<file path="src/hw/rtl/qrm_pkg.sv">
// Shared types and constants for the quaternion to rotation matrix block.
`default_nettype none
package qrm_pkg;
	localparam int DATA_WIDTH = 16;
	localparam int FRAC_BITS  = DATA_WIDTH - 2;
	localparam int PROD_W     = 2 * DATA_WIDTH;      // signed product
	localparam int NUM_W      = 2 * DATA_WIDTH + 1;  // magnitudes and norm
	localparam int SUM_W      = NUM_W + 1;           // signed sums
	localparam int DIV_LAT    = FRAC_BITS + 2;       // divider lane depth

	typedef struct packed {
		logic signed [DATA_WIDTH-1:0] quat_w;
		logic signed [DATA_WIDTH-1:0] quat_x;
		logic signed [DATA_WIDTH-1:0] quat_y;
		logic signed [DATA_WIDTH-1:0] quat_z;
	} quat_t;

	typedef struct packed {
		logic signed [DATA_WIDTH-1:0] m00;
		logic signed [DATA_WIDTH-1:0] m01;
		logic signed [DATA_WIDTH-1:0] m02;
		logic signed [DATA_WIDTH-1:0] m10;
		logic signed [DATA_WIDTH-1:0] m11;
		logic signed [DATA_WIDTH-1:0] m12;
		logic signed [DATA_WIDTH-1:0] m20;
		logic signed [DATA_WIDTH-1:0] m21;
		logic signed [DATA_WIDTH-1:0] m22;
	} mat_t;

	typedef struct packed {
		logic             neg;
		logic [NUM_W-1:0] mag;
		logic [NUM_W-1:0] den;
	} div_in_t;

	function automatic div_in_t make_div(logic signed [SUM_W-1:0] num,
			logic [NUM_W-1:0] den);
		div_in_t d;
		logic signed [SUM_W-1:0] a;
		a     = num[SUM_W-1] ? -num : num;
		d.neg = num[SUM_W-1];
		d.mag = a[NUM_W-1:0];
		d.den = den;
		return d;
	endfunction
endpackage
`default_nettype wire

</file>
<file path="src/hw/rtl/qrm_div.sv">
// Pipelined restoring divider lane: round(mag * 2^FRAC / den) with sign.
`default_nettype none
module qrm_div (
	input  logic                                 clk,
	input  qrm_pkg::div_in_t                     din,
	output logic signed [qrm_pkg::DATA_WIDTH-1:0] quo
);
	import qrm_pkg::*;

	logic [NUM_W-1:0]     rem_s [0:FRAC_BITS];
	logic [NUM_W-1:0]     den_s [0:FRAC_BITS];
	logic [FRAC_BITS:0]   quo_s [0:FRAC_BITS];
	logic                 neg_s [0:FRAC_BITS];

	// integer bit: set when |num| is at least den
	always_ff @(posedge clk) begin
		if (din.mag >= din.den) begin
			rem_s[0] <= din.mag - din.den;
			quo_s[0] <= (FRAC_BITS+1)'(1);
		end else begin
			rem_s[0] <= din.mag;
			quo_s[0] <= '0;
		end
		den_s[0] <= din.den;
		neg_s[0] <= din.neg;
	end

	// one fraction bit per stage
	for (genvar k = 1; k <= FRAC_BITS; k++) begin : g_stage
		logic [NUM_W:0] sh;
		logic           ge;
		assign sh = {rem_s[k-1], 1'b0};
		assign ge = sh >= {1'b0, den_s[k-1]};
		always_ff @(posedge clk) begin
			if (ge) begin
				rem_s[k] <= NUM_W'(sh - {1'b0, den_s[k-1]});
			end else begin
				rem_s[k] <= sh[NUM_W-1:0];
			end
			quo_s[k] <= {quo_s[k-1][FRAC_BITS-1:0], ge};
			den_s[k] <= den_s[k-1];
			neg_s[k] <= neg_s[k-1];
		end
	end

	// round half away from zero on magnitude, then apply sign
	logic                  rnd;
	logic [DATA_WIDTH-1:0] qr;
	assign rnd = {rem_s[FRAC_BITS], 1'b0} >= {1'b0, den_s[FRAC_BITS]};
	assign qr  = DATA_WIDTH'({1'b0, quo_s[FRAC_BITS]}) + DATA_WIDTH'(rnd);

	always_ff @(posedge clk) begin
		quo <= neg_s[FRAC_BITS] ? -signed'(qr) : signed'(qr);
	end
endmodule
`default_nettype wire

</file>
<file path="config.mk">
export PLATFORM = sky130hd
export DESIGN_NAME = qrm_div
export DESIGN_NICKNAME = d
export VERILOG_FILES = /design/src/hw/rtl/qrm_pkg.sv /design/src/hw/rtl/qrm_div.sv
export SDC_FILE = /design/constraint.sdc
export NUM_CORES = 2
export LEC_CHECK = 0
export BUFFER_PORTS_ARGS = -buffer_cell sky130_fd_sc_hd__buf_2
export CORE_MARGIN = 2
export CORE_UTILIZATION = 55
export DETAILED_ROUTE_END_ITERATION = 16
export PLACE_DENSITY = 0.78
export SLEW_MARGIN = 20
export SYNTH_ARGS = -nofsm -noshare
export SYNTH_HDL_FRONTEND = slang
export SYNTH_SLANG_ARGS = --single-unit
</file>
<file path="constraint.sdc">
create_clock -name clk -period 7.3 [get_ports clk]
set_clock_uncertainty 0.1 [all_clocks]
set_input_delay 0.365 -clock clk [delete_from_list [all_inputs] [get_ports clk]]
set_output_delay 0.365 -clock clk [all_outputs]
set_load 0.01 [all_outputs]
</file>
* After elaboration in Yosys (flattened, before gate mapping)
Memory sizes are Yosys's and may differ from the RTL's.
Cells that the tools add are included.
** Word-level totals
- Register bits after elaboration :: 16
- Memories kept :: 4
- Word-level logic and storage cells :: 116
- Bits in writable memories :: 1230
** Cells by class
- $add $sub $neg :: 17
- Order comparisons :: 16
- Mux-type cells :: 62
- Bitwise logic cells :: 16
** Memory list
- den_s :: depth 15, bits a word 33, rd ports 15, clocked after Yosys merged registers in 0, write ports 15, RTL line qrm_div.sv:11 : logic [NUM_W-1:0] den_s [0:FRAC_BITS];
- rem_s :: depth 15, bits a word 33, rd ports 15, clocked after Yosys merged registers in 0, write ports 15, RTL line qrm_div.sv:10 : logic [NUM_W-1:0] rem_s [0:FRAC_BITS];
- quo_s :: depth 15, bits a word 15, rd ports 15, clocked after Yosys merged registers in 0, write ports 15, RTL line qrm_div.sv:12 : logic [FRAC_BITS:0] quo_s [0:FRAC_BITS];
- neg_s :: depth 15, bits a word 1, rd ports 15, clocked after Yosys merged registers in 0, write ports 15, RTL line qrm_div.sv:13 : logic neg_s [0:FRAC_BITS];
** Operators with widths (number)
- $ge 34x33->1 :: 15
- $mux 33 :: 15
- $sub 33x33->33 :: 15
- $mux 1 :: 45
- $ge 33x33->1 :: 1
- $add 15x1->16 :: 1
- $mux 16 :: 1
- $neg 16->16 :: 1
- $or 1x1->1 :: 16
- $mux 15 :: 1

* Depth between registers and ports, before layout
An unclocked memory read counts as a cell.
- Depth after elaboration :: 5
- Depth in mapped cells :: 23
- Gate-level depth less buffers :: 23

* Worst setup path before layout
Ideal clock, no wire load.
- Kind :: reg-to-reg
- Start point :: memory den_s[1][199] in the netlist's numbering
- End point :: register quo[15] in the netlist's numbering
- Clock period less this slack :: 4.029 ns
- Path buffers :: 0
- Slack :: 3.271 ns
- Library setup time :: 0.072 ns
- Stages on the path, launching flop included :: 23
- Required time :: 7.128 ns
- Arrival time :: 3.858 ns
- Cells stage by stage :: dfxtp_1 inv_1 ha_1 nor2b_1 o21a_1 o21a_1 o21a_1 o21ai_0 a21oi_1 o31ai_1 a2111oi_0 o211ai_1 nand3_1 ha_1 ha_1 xnor2_1 nand3_1 o21ai_0 nand2_1 a21o_1 or2_2 a21oi_1 xor2_1
** RTL lines
- start, declared :: RTL line qrm_div.sv:11
- end signal, assigned :: RTL line qrm_div.sv:53 : quo <= neg_s[FRAC_BITS] ? -signed'(qr) : signed'(qr);
- end, declared :: RTL line qrm_div.sv:6 : output logic signed [qrm_pkg::DATA_WIDTH-1:0] quo

==> reports/metrics.csv <==
stage;metric;value;unit
timing;fmax;181;MHz
clocking;htreeDepth;3;
timing;hold_viol_final;0;
critical_path;cp-start-kind;flip-flop;
critical_path;endpoint_kind;flip-flop;
final_layout;instances_no_fill;7711;
timing;worst_pin_slew;1.21;ns
clocking;path_clk_slew;0.06;ns
logic_synthesis;synth-xor-area-share;6.99;%
die;die_area;104000;um2
die;die_h;323;um
clocking;clock_latency;0.71;ns
final_layout;fillCellCount;8419;
clocking;clock_sinks;1141;
critical_path;cp.required;7.83;ns
final_layout;seqCellArea;22800;um2
global_routing;grt_pass1_wl;202000;um
logic_synthesis;synth_area_per_cell;9.19;um2
timing;finalCritPeriodShare;75.6;%
drt;routed_wl;123000;um
global_routing;grt_pass1_vias;43325;
logic_synthesis;yosys.cell_types.count;85;
logic_synthesis;synthArstFlopShare;0;%
clocking;cts_hold_buf;67;
drt;avgRoutedWirePerCell;16.0;um
min_path;hold_class;in2reg;
critical_path;critPathKind;reg2reg;
logic_synthesis;synth_seq_cells;1141;
place;gp_congestion;0.947;
power;p_leak;29.0;nW
die;ios;84;
drt;ant_nets;0;
logic_synthesis;synthFlopType;dfxtp_1;
clocking;clockBufferDepth;3;
drt;drtPass1Iterations;5;
drt;vias;42532;
logic_synthesis;synthesis.area;56000;um2
final_layout;drive_above_1_share;8.81;%
global_routing;grt_usage;23.5;%
clocking;cts_resized;0;
drt;vias_per_cell;5.52;
place;place_hpwl;94500;um
timing;setup_viol;0;
final_layout;fin_nets;6857;
timing;drv_slew;0;
critical_path;worstPathMaxFanout;6;
drt;drc;0;
final_layout;antennaDiodeCount;0;
die;core_area;101000;um2
critical_path;critPathArrivalTime;6.04;ns
timing;fin_crit;5.52;ns
logic_synthesis;synthCells;6092;
place;dp.cells;7426;
logic_synthesis;syn-num-nets;6705;
timing;max_slew_margin;17.2;%
die;die-width;323;um
timing;grt_setup_unrepaired;no;
logic_synthesis;synth_compound_area_share;18.4;%
place;io_buffers;83;
clocking;cts_buffers;117;
die;initial_core_util;55.3;%
logic_synthesis;synth_edf_count;0;
global_routing;antenna_found_initial;0;
clocking;cts_setup_buffers;0;
timing;fin_tns_setup;0;ns
die;rows;117;
logic_synthesis;ys_seq_area_share;40.8;%
power;powerDensity;499;nW/um2
drt;first_iter_violations;1780;
final_layout;multi_input_area;30300;um2
logic_synthesis;synth-simple-area-share;10.8;%
final_layout;final_util;61.7;%
clocking;cts_root_buf;clkbuf_16;
power;ir_worst_vdd;247;uV
run_status;status;finished clean;
logic_synthesis;muxShareOfSynthArea;5.24;%
job;max_cap_viol_count;0;
global_routing;grt.overflow.total;0;
timing;fin_ws;1.78;ns
logic_synthesis;synth.yosys.warnings;0;
logic_synthesis;synth_top_family_by_area;compound AO/OA/AOI/OAI gates;
final_layout;syn_to_final_growth;11.6;%
global_routing;grt_start_max_net_pins;66;
logic_synthesis;synthAdderAreaFrac;12.4;%
place;pre_cts_ws;2.05;ns
clocking;tritoncts;done;
## state kept, by name (all words and copies together) (netlist names)
register	count
den_s	495
quo_s	120
rem_s	495
neg_s	15
quo	16
## through the flow
stage                     area, um2  power, mW  hold WS (ns)
after floorplan               56000       21.6         0.210
after global placement        57800       24.6         0.210
after detailed placement      57800       24.9         0.212
after CTS                     62500       31.2         0.155
after global routing          62500       33.5         0.183
final                         62500       31.2         0.204
## kinds of logic after synthesis
family	count (synthesis)
flip-flops	1141
AO/OA/AOI/OAI	1644
buffers and inverters	774
AND/OR/NAND/NOR	1279
multiplexers	262
adder cells (fa/ha/maj)	545
XOR/XNOR	447
## routing by layer
metal / GRT usage (%) / up-vias / share of wire [%]
met5: 0 / - / 0
met4: 15.6 / 0 / 7.0
met3: 2.89 / 442 / 2.9
met2: 45.9 / 982 / 52
met1: 22.8 / 19592 / 38
li1: - / 21516 / -
## report_power, final
part           internal [mW]  total (mW)  switching (mW)
logic                   7.19        15.8            8.58
clock network           3.66        6.07            2.41
registers               8.29        9.32            1.03
## worst max-delay path, cell delays in order (launching register included)
cell	delay, ns
dfxtp_1	0.30
inv_1	0.04
ha_1	0.25
nor2b_1	0.12
o21a_1	0.12
o21a_1	0.11
o21a_1	0.10
o21ai_0	0.08
a21oi_1	0.15
o31ai_1	0.12
a2111oi_0	1.07
o211ai_1	0.16
nand3_1	0.31
ha_1	0.31
nand2_1	0.10
nor2_1	0.32
nand2_1	0.09
nor3_1	0.57
nand3b_1	0.15
o21a_1	0.14
o31ai_1	0.29
nand2_1	0.10
a21oi_1	0.19
xor2_1	0.15
## cells in the final DEF, fill, tap and decap left out, types with 17 or more instances in the layout
cell type / count
a211o_1: 18
a211oi_1: 50
a21o_1: 245
a21oi_1: 562
a31oi_1: 51
a41oi_1: 20
and2_1: 30
and3_1: 47
buf_2: 83
clkbuf_1: 23
clkbuf_16: 120
clkbuf_8: 23
clkinv_2: 26
dfxtp_1: 1141
dlygate4sd3_1: 67
ha_1: 530
inv_1: 641
mux2_1: 37
mux2_2: 211
nand2_1: 341
nand2b_1: 70
nand3_1: 105
nand4_1: 74
nor2_1: 388
nor2b_1: 68
nor3_1: 55
nor4_1: 21
o211ai_1: 30
o21a_1: 85
o21ai_0: 331
o21bai_1: 60
o31a_1: 25
o31ai_1: 37
or2_2: 19
or3_1: 17
xnor2_1: 267
xor2_1: 180
## Yosys cell counts, types with 53 or more instances
cell type  instances  area, um2
a21oi_1          564       2820
a31oi_1           53        332
nor2_1           388       1460
clkbuf_1          86        323
inv_1            641       2410
nand2_1          342       1280
nand2b_1          70        438
o21bai_1          60        450
dfxtp_1         1141      22800
xor2_1           180       1580
nor3_1            55        275
a21o_1           246       1850
mux2_2           211       2380
ha_1             530       6630
o21a_1            85        638
nand3_1          105        526
nor2b_1           68        425
o21ai_0          331       1660
nand4_1           74        463
xnor2_1          267       2340
## worst paths after layout
check / depth (start not counted) / startpoint / endpoint / slack (ns)
max: 23 / den_s[1][199] / quo[15] / 1.78
min: 2 / din[8] / den_s[0][8] / 0.20
max reg2reg: 23 / den_s[1][199] / quo[15] / 1.78
min reg2reg: 0 / quo_s[1][52] / quo_s[1][68] / 0.22
## cell type report
| type | instances | share of cell area (%) |
|---|---|---|
| multi-input combinational | 4177 | 48.4 |
| sequential | 1141 | 36.6 |
| clock buffer | 166 | 5.45 |
| inverter | 641 | 3.85 |
| tap | 1368 | 2.74 |
| timing repair buffer | 166 | 1.96 |
| clock inverter | 52 | 0.999 |
No activity file was read; power rests on OpenSTA's default activity.
